<file path="config.mk">
export PLATFORM = sky130hd
export DESIGN_NAME = multi_channel_rotator_controller_top
export DESIGN_NICKNAME = d
export VERILOG_FILES = /design/src/rtl/mrc_pkg.sv /design/src/rtl/mrc_ctrl.sv /design/src/rtl/mrc_datapath.sv /design/src/rtl/multi_channel_rotator_controller_top.sv
export SDC_FILE = /design/constraint.sdc
export NUM_CORES = 1
export LEC_CHECK = 0
export BUFFER_PORTS_ARGS = -buffer_cell sky130_fd_sc_hd__buf_2
export CAP_MARGIN = 25
export CORE_MARGIN = 2
export CORE_UTILIZATION = 35
export CTS_CLUSTER_SIZE = 10
export DETAILED_ROUTE_END_ITERATION = 8
export PLACE_DENSITY = 0.58
export SLEW_MARGIN = 0
export SYNTH_ARGS = -nofsm -noshare
export SYNTH_HDL_FRONTEND = slang
export SYNTH_HIERARCHICAL = 1
export SYNTH_SLANG_ARGS = --single-unit
</file>
<file path="constraint.sdc">
create_clock -name clk -period 4.8 [get_ports clk]
set_clock_uncertainty 0.15 [all_clocks]
set_input_delay 0.72 -clock clk [delete_from_list [all_inputs] [get_ports clk]]
set_output_delay 0.72 -clock clk [all_outputs]
set_load 0.1 [all_outputs]
</file>
<file path="src/rtl/mrc_pkg.sv">
// ----------------------------------------------------------------------------
// mrc_pkg
// Shared types and constants of the multi-channel rotator controller.
// ----------------------------------------------------------------------------
package mrc_pkg;

	localparam int NUM_CHANNELS = 5;
	localparam int IDX_W = (NUM_CHANNELS > 1) ? $clog2(NUM_CHANNELS) : 1;

	localparam logic [15:0] INTERVAL_RESET = 16'd20;
	localparam logic [9:0] ANGLE_MAX = 10'd1023;

	localparam logic [2:0] MUX_MAP [5] = '{3'd0, 3'd2, 3'd4, 3'd1, 3'd3};

	typedef enum logic [2:0] {
		OP_SET_ANGLE = 3'd0,
		OP_ROTATE_CW = 3'd1,
		OP_ROTATE_CCW = 3'd2,
		OP_STOP = 3'd3,
		OP_SAMPLE = 3'd4,
		OP_TICK = 3'd5,
		OP_QUERY = 3'd6
	} op_t;

	typedef enum logic [1:0] {
		MOT_STOP = 2'd0,
		MOT_CW = 2'd1,
		MOT_CCW = 2'd2
	} motion_t;

	typedef struct packed {
		logic load;
		logic exec;
		logic report;
	} ctrl_cmd_t;

endpackage

</file>
<file path="src/rtl/mrc_ctrl.sv">
// ----------------------------------------------------------------------------
// mrc_ctrl
// Sequencer: load an item, execute its update, then report the result.
// ----------------------------------------------------------------------------
module mrc_ctrl
	import mrc_pkg::*;
(
	input  logic      clk,
	input  logic      arst_n,
	input  logic      start,
	output logic      busy,
	output logic      done,
	output ctrl_cmd_t cmd
);

	typedef enum logic [1:0] {
		ST_IDLE,
		ST_EXEC,
		ST_REPORT
	} state_t;

	state_t state_q;
	logic busy_q;
	logic done_q;

	always_ff @(posedge clk or negedge arst_n) begin
		if (!arst_n) begin
			state_q <= ST_IDLE;
			busy_q <= 1'b0;
			done_q <= 1'b0;
		end else begin
			done_q <= 1'b0;
			unique case (state_q)
				ST_IDLE: begin
					if (start) begin
						state_q <= ST_EXEC;
						busy_q <= 1'b1;
					end
				end
				ST_EXEC: begin
					state_q <= ST_REPORT;
				end
				ST_REPORT: begin
					state_q <= ST_IDLE;
					busy_q <= 1'b0;
					done_q <= 1'b1;
				end
				default: begin
					state_q <= ST_IDLE;
					busy_q <= 1'b0;
				end
			endcase
		end
	end

	assign busy = busy_q;
	assign done = done_q;
	assign cmd.load = start && (state_q == ST_IDLE);
	assign cmd.exec = (state_q == ST_EXEC);
	assign cmd.report = (state_q == ST_REPORT);

endmodule

</file>
<file path="src/rtl/mrc_datapath.sv">
// ----------------------------------------------------------------------------
// mrc_datapath
// Channel state, tick counter, service step, relay drive and result register.
// ----------------------------------------------------------------------------
module mrc_datapath
	import mrc_pkg::*;
(
	input  logic        clk,
	input  logic        arst_n,
	input  ctrl_cmd_t   cmd,
	input  logic [2:0]  operation,
	input  logic [7:0]  channel,
	input  logic [15:0] angle,
	input  logic [9:0]  sample,
	input  logic        cfg_we,
	input  logic [15:0] cfg_data,
	output logic        accepted,
	output logic [2:0]  channel_out,
	output logic [9:0]  current_out,
	output logic [9:0]  target_out,
	output logic        target_active,
	output logic [1:0]  direction_out,
	output logic [5:0]  relay_group_c,
	output logic [5:0]  relay_group_a,
	output logic [2:0]  mux_select,
	output logic        start_conversion
);

	function automatic logic [5:0] relay_c(input logic [5:0] r, input logic [1:0] ch,
			input motion_t m);
		logic [5:0] cw;
		logic [5:0] ccw;
		cw = 6'b010000 >> {ch, 1'b0};
		ccw = 6'b100000 >> {ch, 1'b0};
		unique case (m)
			MOT_CCW: relay_c = (r & ~cw) | ccw;
			MOT_CW: relay_c = (r & ~ccw) | cw;
			default: relay_c = r & ~(cw | ccw);
		endcase
	endfunction

	function automatic logic [5:0] relay_a(input logic [5:0] r, input logic upper,
			input motion_t m);
		logic [5:0] b0;
		logic [5:0] b1;
		logic [5:0] b2;
		b0 = upper ? 6'b001000 : 6'b000001;
		b1 = b0 << 1;
		b2 = b0 << 2;
		unique case (m)
			MOT_CCW: relay_a = (r | b0 | b2) & ~b1;
			MOT_CW: relay_a = (r & ~b0) | b1 | b2;
			default: relay_a = r & ~(b0 | b1 | b2);
		endcase
	endfunction

	logic [9:0] heading_q [NUM_CHANNELS];
	logic [9:0] target_q [NUM_CHANNELS];
	logic [NUM_CHANNELS-1:0] tvalid_q;
	motion_t motion_q [NUM_CHANNELS];
	logic [IDX_W-1:0] sel_q;
	logic [15:0] tick_q;
	logic [15:0] interval_q;
	logic [5:0] relc_q;
	logic [5:0] rela_q;

	op_t op_q;
	logic [15:0] angle_q;
	logic [9:0] sample_q;
	logic [IDX_W-1:0] idx_q;
	logic ok_q;
	logic svc_q;

	logic [9:0] res_cur_q;
	logic [9:0] res_tgt_q;
	logic res_tv_q;
	motion_t res_mot_q;
	logic res_acc_q;
	logic [2:0] res_chan_q;
	logic res_start_q;

	logic is_cmd;
	logic ch_ok;
	logic [IDX_W-1:0] idx_d;

	logic [9:0] cur;
	logic [9:0] tgt;
	logic tv;
	motion_t mot;
	logic [9:0] angle_c;
	logic [2:0] idx3;

	logic [9:0] hd_n;
	logic [9:0] tg_n;
	logic tv_n;
	motion_t mo_n;
	logic [15:0] tick_inc;
	logic [15:0] tick_n;
	logic svc;
	logic [IDX_W-1:0] sel_n;
	logic [5:0] relc_n;
	logic [5:0] rela_n;

	assign is_cmd = (operation <= 3'(OP_STOP)) || (operation == 3'(OP_QUERY));
	assign ch_ok = channel < 8'(NUM_CHANNELS);

	always_comb begin
		idx_d = '0;
		if (is_cmd && ch_ok) begin
			idx_d = channel[IDX_W-1:0];
		end else if (!is_cmd) begin
			idx_d = sel_q;
		end
	end

	assign cur = heading_q[idx_q];
	assign tgt = target_q[idx_q];
	assign tv = tvalid_q[idx_q];
	assign mot = motion_q[idx_q];
	assign idx3 = 3'(idx_q);
	assign angle_c = (angle_q > 16'(ANGLE_MAX)) ? ANGLE_MAX : angle_q[9:0];
	assign tick_inc = (tick_q != 16'hFFFF) ? tick_q + 16'd1 : tick_q;

	always_comb begin
		hd_n = cur;
		tg_n = tgt;
		tv_n = tv;
		mo_n = mot;
		tick_n = tick_q;
		svc = 1'b0;
		sel_n = sel_q;
		relc_n = relc_q;
		rela_n = rela_q;
		unique case (op_q)
			OP_SET_ANGLE: begin
				if (angle_c > cur) begin
					tg_n = angle_c;
					tv_n = 1'b1;
					mo_n = MOT_CW;
				end else if (angle_c < cur) begin
					tg_n = angle_c;
					tv_n = 1'b1;
					mo_n = MOT_CCW;
				end else begin
					tv_n = 1'b0;
					mo_n = MOT_STOP;
				end
			end
			OP_ROTATE_CW: begin
				mo_n = MOT_CW;
				tv_n = 1'b0;
			end
			OP_ROTATE_CCW: begin
				mo_n = MOT_CCW;
				tv_n = 1'b0;
			end
			OP_STOP: begin
				mo_n = MOT_STOP;
				tv_n = 1'b0;
			end
			OP_SAMPLE: begin
				hd_n = sample_q;
			end
			OP_TICK: begin
				tick_n = tick_inc;
				if (tick_inc >= interval_q) begin
					tick_n = '0;
					svc = 1'b1;
					if (tv && ((mot == MOT_CCW && cur <= tgt) ||
							(mot == MOT_CW && cur >= tgt))) begin
						tv_n = 1'b0;
						mo_n = MOT_STOP;
					end
					if (idx3 <= 3'd2) begin
						relc_n = relay_c(relc_q, idx3[1:0], mo_n);
					end else begin
						rela_n = relay_a(rela_q, idx3 == 3'd4, mo_n);
					end
					sel_n = (sel_q == IDX_W'(NUM_CHANNELS - 1)) ? '0 : sel_q + 1'b1;
				end
			end
			default: begin
			end
		endcase
	end

	always_ff @(posedge clk or negedge arst_n) begin
		if (!arst_n) begin
			for (int i = 0; i < NUM_CHANNELS; i++) begin
				heading_q[i] <= '0;
				target_q[i] <= '0;
				motion_q[i] <= MOT_STOP;
			end
			tvalid_q <= '0;
			sel_q <= '0;
			tick_q <= '0;
			interval_q <= INTERVAL_RESET;
			relc_q <= '0;
			rela_q <= '0;
			ok_q <= 1'b0;
			svc_q <= 1'b0;
		end else begin
			if (cfg_we) begin
				interval_q <= cfg_data;
			end
			if (cmd.exec && ok_q) begin
				heading_q[idx_q] <= hd_n;
				target_q[idx_q] <= tg_n;
				tvalid_q[idx_q] <= tv_n;
				motion_q[idx_q] <= mo_n;
				tick_q <= tick_n;
				sel_q <= sel_n;
				relc_q <= relc_n;
				rela_q <= rela_n;
			end
			if (cmd.exec) begin
				svc_q <= svc && ok_q;
			end
			if (cmd.load) begin
				ok_q <= is_cmd ? ch_ok
					: (operation == 3'(OP_SAMPLE)) || (operation == 3'(OP_TICK));
			end
		end
	end

	always_ff @(posedge clk) begin
		if (cmd.load) begin
			op_q <= op_t'(operation);
			angle_q <= angle;
			sample_q <= sample;
			idx_q <= idx_d;
		end
		if (cmd.report) begin
			res_acc_q <= ok_q;
			res_chan_q <= ok_q ? idx3 : '0;
			res_cur_q <= ok_q ? cur : '0;
			res_tgt_q <= ok_q ? (tv ? tgt : cur) : '0;
			res_tv_q <= ok_q && tv;
			res_mot_q <= ok_q ? mot : MOT_STOP;
			res_start_q <= svc_q;
		end
	end

	assign accepted = res_acc_q;
	assign channel_out = res_chan_q;
	assign current_out = res_cur_q;
	assign target_out = res_tgt_q;
	assign target_active = res_tv_q;
	assign direction_out = res_mot_q;
	assign relay_group_c = relc_q;
	assign relay_group_a = rela_q;
	assign mux_select = MUX_MAP[3'(sel_q)];
	assign start_conversion = res_start_q;

endmodule

</file>
<file path="src/rtl/multi_channel_rotator_controller_top.sv">
// ----------------------------------------------------------------------------
// multi_channel_rotator_controller_top
// Five-channel rotator controller: commands, heading samples and service ticks.
//
// Channel   Handshake             Payload
// command   start / busy          operation, channel, angle, sample
// result    done (one-cycle)      accepted .. start_conversion
// config    cfg_valid / cfg_ready cfg_data (service interval)
//
// An item passes through load, execute and report; the result shows in the
// cycle after the report step, with busy already low.
// The next item is taken while that result is on the ports.
// Reset clears all channel state; the service interval returns to 20.
// Results cannot be held off, so nothing stalls on the output side.
// ----------------------------------------------------------------------------
module multi_channel_rotator_controller_top
	import mrc_pkg::*;
(
	input  logic        clk,
	input  logic        arst_n,
	input  logic        start,
	output logic        busy,
	input  logic [2:0]  operation,
	input  logic [7:0]  channel,
	input  logic [15:0] angle,
	input  logic [9:0]  sample,
	output logic        done,
	output logic        accepted,
	output logic [2:0]  channel_out,
	output logic [9:0]  current_out,
	output logic [9:0]  target_out,
	output logic        target_active,
	output logic [1:0]  direction_out,
	output logic [5:0]  relay_group_c,
	output logic [5:0]  relay_group_a,
	output logic [2:0]  mux_select,
	output logic        start_conversion,
	input  logic        cfg_valid,
	output logic        cfg_ready,
	input  logic [15:0] cfg_data
);

	ctrl_cmd_t cmd;

	assign cfg_ready = 1'b1;

	mrc_ctrl u_ctrl (
		.clk    (clk),
		.arst_n (arst_n),
		.start  (start),
		.busy   (busy),
		.done   (done),
		.cmd    (cmd)
	);

	mrc_datapath u_dp (
		.clk              (clk),
		.arst_n           (arst_n),
		.cmd              (cmd),
		.operation        (operation),
		.channel          (channel),
		.angle            (angle),
		.sample           (sample),
		.cfg_we           (cfg_valid && cfg_ready),
		.cfg_data         (cfg_data),
		.accepted         (accepted),
		.channel_out      (channel_out),
		.current_out      (current_out),
		.target_out       (target_out),
		.target_active    (target_active),
		.direction_out    (direction_out),
		.relay_group_c    (relay_group_c),
		.relay_group_a    (relay_group_a),
		.mux_select       (mux_select),
		.start_conversion (start_conversion)
	);

endmodule

</file>
## Word level (Yosys, flattened, before mapping)

Memories as Yosys holds them, arrays and structs flattened.
Index checks and enable logic that the tools add are counted.

- Bits of input ports: 57
- Logic and storage cells: 177
- Output and inout bits: 46
- Memory bits (read-only): 24
- Bits in registers: 228
- Memories: 1

- Muxes and demuxes: 57
- Order comparisons: 14
- Bitwise logic cells: 25
- Add/subtract/negate cells: 2
- Reductions and logical operators: 21
- Equal/unequal tests: 18
- Shift-type cells: 2

Memories:

| name | words | width | read ports | clocked after Yosys merged registers in | write ports | line | source |
|---|---|---|---|---|---|---|---|
| (name not given) | 8 | 3 | 1 | 0 | 0 | mrc_datapath.sv:252 | `assign mux_select = MUX_MAP[3'(sel_q)];` |

Operators with widths:

| kind | number |
|---|---|
| 10-bit 2-to-1 mux | 11 |
| 50-bit bitwise mux | 2 |
| 10-bit binary-select mux with 3-bit select | 2 |
| 6-bit bitwise OR | 9 |
| 6-bit bitwise AND | 6 |
| 6-bit NOT | 6 |
| 16-bit 2-to-1 mux | 2 |
| 10-bit demux with 3-bit select | 1 |
| 6-bit one-hot mux with 2 select lines | 2 |
| 3-bit equality test (second input constant) | 7 |
| 2-bit 2-to-1 mux | 10 |
| 16-bit by 1-bit adder with 16-bit output (second input constant) | 1 |
| 16-bit greater-or-equal comparator | 1 |
| 16-bit by 10-bit greater-than comparator with 1-bit output (second input constant) | 1 |
| 16-bit inequality test (second input constant) | 1 |
| 3-bit 2-to-1 mux | 5 |
| 1-bit 2-to-1 mux | 11 |
| 10-bit bitwise mux | 1 |
| 10-bit greater-or-equal comparator | 1 |
| 10-bit greater-than comparator | 1 |
| 10-bit <= comparator | 1 |
| 1-bit logical AND | 10 |
| 10-bit < comparator | 1 |
| 2-bit one-hot mux with 5 select lines | 1 |
| other kinds (32) | 45 |

## Longest topological paths before layout

- Word-level depth: 14
- Mapped depth: 22

## Hierarchy

The synthesis kept the hierarchy.

By module, submodules not included:

| module | sequential area each (um^2) | cells an instance | times used | area each (um^2) |
|---|---|---|---|---|
| mrc_datapath | 5908.2 | 966 | 1 | 10938.0 |
| mrc_ctrl | 100.1 | 12 | 1 | 152.6 |
| multi_channel_rotator_controller_top | 0.0 | 2 | 1 | 11.3 |

## Worst setup path after synthesis

No wires, ideal clock.

- Kind: register to register
- Start point: register u_dp.idx_q[0] (netlist: u_dp/idx3[0])
- End point: register u_dp.rela_q[5] (netlist: u_dp/relay_group_a[5])
- Arrival time: 4.194 ns
- Data required time: 4.516 ns
- Path slack: 0.322 ns
- Cell stages (with the launch flop): 20
- Cell sequence: edfxtp_1 buf_2 buf_2 mux4_2 a22o_1 ha_1 and3_1 a221oi_1 o21ai_0 a41oi_1 o2bb2ai_1 a21oi_1 inv_1 ha_1 or2_2 clkbuf_1 nor3_1 nor2_1 o21ai_0 o41ai_1

- Word-level cells in the longest chain between the ends: 13
- Elaborated cells on any way between the ends: 37
- Classes of those cells: order compare (3); eq/ne (5); mux (16); bitwise (8); reduce/logical (5)

Ends and longest elaborated chain:

| what | line | source |
|---|---|---|
| start, declared | mrc_datapath.sv:70 | `logic [IDX_W-1:0] idx_q;` |
| start signal, assigned | mrc_datapath.sv:231 | `idx_q <= idx_d;` |
| 3-bit NOT with 4-bit output (not written as such) * | mrc_datapath.sv:116 | `assign cur = heading_q[idx_q];` |
| 10-bit binary-select mux with 3-bit select * | mrc_datapath.sv:116 |  |
| 10-bit 2-to-1 mux (not written as such) * (2 in a row) | mrc_datapath.sv:116 |  |
| named net u_dp.cur[6] | mrc_datapath.sv:86 | `logic [9:0] cur;` |
| 10-bit <= comparator / 10-bit greater-or-equal comparator (equally long branches) | mrc_datapath.sv:169, mrc_datapath.sv:170 |  |
| 1-bit logical AND, on equally long branches | mrc_datapath.sv:169, mrc_datapath.sv:170 |  |
| 1-bit logical OR * | mrc_datapath.sv:169 | `if (tv && ((mot == MOT_CCW && cur <= tgt) \|\|` |
| 1-bit logical AND * | mrc_datapath.sv:169 |  |
| 2-bit 2-to-1 mux * | mrc_datapath.sv:169 |  |
| 2-bit 2-to-1 mux * | mrc_datapath.sv:166 | `if (tick_inc >= interval_q) begin` |
| 2-bit 2-to-1 mux * | mrc_datapath.sv:134 | `unique case (op_q)` |
| 2-bit by 1-bit equality test with 1-bit output / 2-bit equality test (equally long branches) | mrc_datapath.sv:50 | `unique case (m)` |
| 6-bit one-hot mux with 2 select lines * | mrc_datapath.sv:50 |  |
| end signal, assigned | mrc_datapath.sv:214 | `rela_q <= rela_n;` |
| end, declared | mrc_datapath.sv:65 | `logic [5:0] rela_q;` |

Mark *: on every way through the listed nets, which the timed path passes. The rest lies on a longest branch. The select of a mux whose other input is x is not followed.
A chain may end at the register's enable or synchronous reset.

## Worst setup path after layout

- Start point: register u_dp.idx_q[0] (netlist: u_dp/idx3[0])
- End point: register u_dp.rela_q[5] (netlist: u_dp/relay_group_a[5])

- Word-level cells in the longest chain between the ends: 13
- Elaborated cells on any way between the ends: 37
- Classes of those cells: order compare (3); eq/ne (5); mux (16); bitwise (8); reduce/logical (5)

Ends and longest elaborated chain:

| what | line |
|---|---|
| 3-bit NOT with 4-bit output (not written as such) | mrc_datapath.sv:116, mrc_datapath.sv:117, mrc_datapath.sv:119 |
| 10-bit binary-select mux with 3-bit select (tied with other cells) | mrc_datapath.sv:116 |
| 10-bit 2-to-1 mux (not written as such) (tied with other cells) (2 in a row) | mrc_datapath.sv:116 |
| 10-bit <= comparator (tied with other cells) | mrc_datapath.sv:169 |
| 1-bit logical AND, on equally long branches | mrc_datapath.sv:169, mrc_datapath.sv:170 |
| 1-bit logical OR | mrc_datapath.sv:169 |
| 1-bit logical AND | mrc_datapath.sv:169 |
| 2-bit 2-to-1 mux | mrc_datapath.sv:169 |
| 2-bit 2-to-1 mux | mrc_datapath.sv:166 |
| 2-bit 2-to-1 mux | mrc_datapath.sv:134 |
| 2-bit by 1-bit equality test with 1-bit output / 2-bit equality test (equally long branches) | mrc_datapath.sv:50 |
| 6-bit one-hot mux with 2 select lines | mrc_datapath.sv:50 |

Parallel ways exist; a longest one is shown, timed or not. The select of a mux whose other input is x is not followed.

==> summary.md <==
| Metric | Value |
|---|---|
| Setup crit start kind | `flip-flop` |
| CTS Buf Count | `28` |
| Sw frac | `29.5%` |
| Initial DRC count | `610` |
| Total GRT Usage | `16.9%` |
| # nets final | `1205` |
| Largest net degree at the start of global routing | `95` |
| Post-CTS setup buffer count | `0` |
| CP peak stage delay | `0.41 ns` |
| Diode count | `0` |
| CP required | `5.06 ns` |
| Clk buf depth | `3` |
| Number of synthesized register bits | `228` |
| GR Overflow Total | `0` |
| Synth warnings | `6` |
| Peak supply drop | `0.282 mV` |
| Placer Congestion | `roughly 0.85` |
| Compound-Gate Fraction of Synth Area | `13.1%` |
| ANT nets after route | `0` |
| Syn_area_per_cell | `11.3 sq um` |
| Max cap viols | `0` |
| Post-synthesis cell type count | `69` |
| RSZ-0062 raised after global routing | `false` |
| Fin. Hold Viols | `0` |
| # DRC | `0` |
| Total negative slack | `0 ns` |
| Post-Route WL | `27900 microns` |
| Worst setup margin | `0.302 ns` |
| Die Wd | `182 microns` |
| Outcome | `finished, final reports clean` |
| Power Internal | `3.95 mW` |
| Min cycle time layout | `4.50 ns` |
| Core ar. | `0.0314 sq mm` |
| Crit path kind | `flip-flop to flip-flop` |
| Clock network fraction of design power | `between 30% and 40%` |
| Ys flop type | `dfrtp_1` |
| Post-synthesis adder-cell area fraction | `4.96%` |
| Register area share after synthesis | `54.1%` |
| Area Growth Syn to Fin | `18.6%` |
| H-tree lvl count | `1` |
| Initial antenna violation count | `0` |
| # IOs | `103` |
| Power Total | `5.60 mW` |
| DP HPWL | `19400 microns` |
| Leakage power | `just under 6 nW` |
| CP Cell Sequence | `buf_12 -> nor2_1 -> inv_1 -> nor2_2 -> buf_4 -> a22oi_1 -> ha_1 -> and3_1 -> a221oi_2 -> o21ai_0 -> a41oi_2 -> o2bb2ai_1 -> a21oi_1 -> inv_1 -> ha_1 -> or2_2 -> nor3_1 -> nor2_1 -> o21ai_0 -> o41ai_1` |
| Switch Pwr | `1.65 mW` |
| Post-CTS Hold Fix Bufs | `0` |
| Slew Limit Headroom | `around 39%` |
| Mux cell area share after synthesis | `12.3%` |
| Initial Util | `~35%` |
| Reg clk slew, reported paths | `roughly 0.060 ns` |
| Die area | `0.0332 sq mm` |
| Sink Count | `228` |
| Clk_lat worst skew | `between 0.5 and 0.6 ns` |
| Post-Place Worst Slack | `0.200 ns` |
| Slew @ Worst Pin | `0.918 ns` |
| Worst EP arrival | `4.76 ns` |
| Synth Instances | `980` |
| Final number of setup-violating endpoints | `0` |
| Vias in the first global route | `~8000` |
| Xor/xnor share of the synthesized area | `0.789%` |
| Via-to-Cell Ratio | `5.20` |
| EDFF count, synth | `60` |
| Routed len/inst | `18.3 microns` |
| Synth area leaders | `dfrtp_1, edfxtp_1, mux2_2, ha_1, nand2_1` |
| Synth Area in Simple Gates | `approximately 11%` |
| Largest family of logic cells by synthesized area | `compound AO/OA/AOI/OAI gates` |
| Fmax | `222 MHz` |
| Synth Net Count | `1081` |
| Share of power burned in registers | `43.0%` |
| Top-area cell type share of the netlist area | `37.4%` |
| Cell Pwr Density | `approximately 430 mW/mm^2` |
| CP Capture Type | `flip-flop` |
| Logic pwr share | `between 20% and 30%` |
| Total number of vias | `7930` |
| Final period util | `93.7%` |
| CP Max Fanout | `15` |
| Hold Path Class | `input pin to asynchronous set/reset pin` |
| CTS tree | `yes` |
| Fraction of registers with async set/reset | `approximately three quarters` |
| Rows | `between 60 and 70` |
| Synth area leader | `dfrtp_1` |
| Final count of pins violating max slew | `0` |
| CTS root buf | `clkbuf_16` |
| CP max stage cell | `edfxtp_1` |
| Chip height | `182 microns` |
| # port buffers | `101` |
| Layout cells sized above 1 | `25.6%` |
| Mapped Area | `0.0111 sq mm` |
| Wire length of the first global-routing pass | `44700 microns` |
| First-pass DRT Iterations | `5` |
flip-flops by register name, indices dropped and copies added (netlist names), 3 cells and up, named ones only:
name and cells:
u_dp/sel_q 3, u_dp/target_out 10, u_dp/relay_group_c 5, u_dp/heading_q 50, u_dp/current_out 10, u_dp/sample_q 10
u_dp/tick_q 16, u_dp/op_q 3, u_dp/angle_q 16, u_dp/channel_out 3, u_dp/tvalid_q 5, u_dp/relay_group_a 6
u_dp/interval_q 16, u_dp/motion_q 10, u_dp/target_q 50, u_dp/idx3 3
Yosys cell counts, drive strengths merged, types with 3 or more instances:
cell type and instances:
buf 15, o22a 6, o21a 5, or2 4, clkbuf 32, and3 8, nand2 128, a21o 8
and4 3, o211ai 3, nor3 5, a22oi 11, inv 48, o21ai 96, a211oi 12, nor2b 9
and2 12, nor2 59, nand4 4, mux2i 23, a22o 15, xor2 4, mux2 61, xnor2 6
o31ai 6, a21oi 36, nand3 20, dfrtp 166, a31oi 8, ha 44, nand2b 9, mux4 20
a221oi 3, edfxtp 60
logic make-up (layout without fill, tap and decap cells):
kind of cell               Yosys count  in the layout
muxes                              104            104
buffers and inverters               97            239
DFF                                228            228
other                                1              1
AOI/OAI and AO/OA                  227            227
adders and majority gates           44             44
xor gates and xnor gates            10             10
and+or+nand+nor                    269            269
layer usage:
| layer | global-route usage [%] | up-vias | routed length (microns) |
|---|---|---|---|
| met1 | 22.9 | 3899 | 12600 |
| met5 | 0 | - | 0 |
| met2 | 28.2 | 197 | 13300 |
| met4 | 5.13 | 0 | 785 |
| met3 | 2.65 | 57 | 1220 |
| li1 | - | 3777 | - |
area by class of cell:
cell class | count | area (sq um)
inverter | 50 | 188
multi-input combinational | 655 | 4740
clock inverter | 2 | 38.8
fill | 3040 | 18200
timing repair buffer | 141 | 861
clock buffer | 46 | 820
sequential | 228 | 6010
tap | 402 | 503
worst max-delay path: cells and delay by family, from the launching register on:
family,cells,cell delay (ns)
buffers and inverters,4,0.57
AO/OA/AOI/OAI,8,1.54
adder cells (fa/ha/maj),2,0.58
flip-flops,1,0.41
AND/OR/NAND/NOR,6,1.12
cell usage in the layout, fill, tap and decap left out, types with 11 or more instances in the layout:
cell type  netlist  layout
o21ai_0         91      91
nand2_1        128     126
mux2_2          61      61
nor2_1          56      55
ha_1            44      44
clkbuf_1        32      14
and2_1          12      12
a211oi_1        12      12
nand3_1         19      19
edfxtp_1        60      60
a22o_1          15      15
mux2i_1         23      23
buf_2           11     100
dfrtp_1        166     166
mux4_2          20      20
clkbuf_16        0      29
inv_1           48      48
a21oi_1         35      34
a22oi_1         11      11
buf_4            2      36
power groups by stage:
stage | combinational [mW] | clock, mW | sequential [mW]
after CTS | 1.20 | 2.04 | 2.41
after global placement | 1.17 | 0 | 2.44
after detailed placement | 1.20 | 0 | 2.44
after global routing | 1.34 | 2.12 | 2.44
after floorplan | 0.698 | 0 | 2.56
final | 1.22 | 1.98 | 2.41
metrics by stage:
step                utilization (%)  std cells  hold slack, ns  cell area (sq um)
floorplan                         -        980           0.274              11100
global placement               39.0       1475           0.285              12300
detailed placement             39.1       1476           0.297              12300
CTS                            41.9       1524           0.154              13100
global route                   41.9       1524           0.171              13200
finish                         41.9       1524          0.0965              13200
worst paths after layout:
kind / cells past startpoint / slack, ns / from / to
max: 20 / 0.30 / u_dp/idx3[0]$_DFFE_PP_ / u_dp/relay_group_a[5]$_DFFE_PN0P_
min: 1 / 0.1 / arst_n / u_dp/interval_q[8]$_DFFE_PN0P_
max reg2reg: 20 / 0.30 / u_dp/idx3[0]$_DFFE_PP_ / u_dp/relay_group_a[5]$_DFFE_PN0P_
min reg2reg: 0 / 0.31 / u_dp/svc_q$_DFFE_PN0P_ / u_dp/start_conversion$_DFFE_PP_
max in group asynchronous: 2 / 3.29 / arst_n / u_dp/target_q[5]$_DFFE_PN0P_
min in group clk: 1 / 0.21 / angle[13] / u_dp/angle_q[13]$_DFFE_PP_
what timing repair did:
action / CTS / global route
hold endpoints to repair: 0 / 0
setup endpoints to repair: 0 / 4
resized for setup: 0 / 4
(Power assumes the default switching activity.)
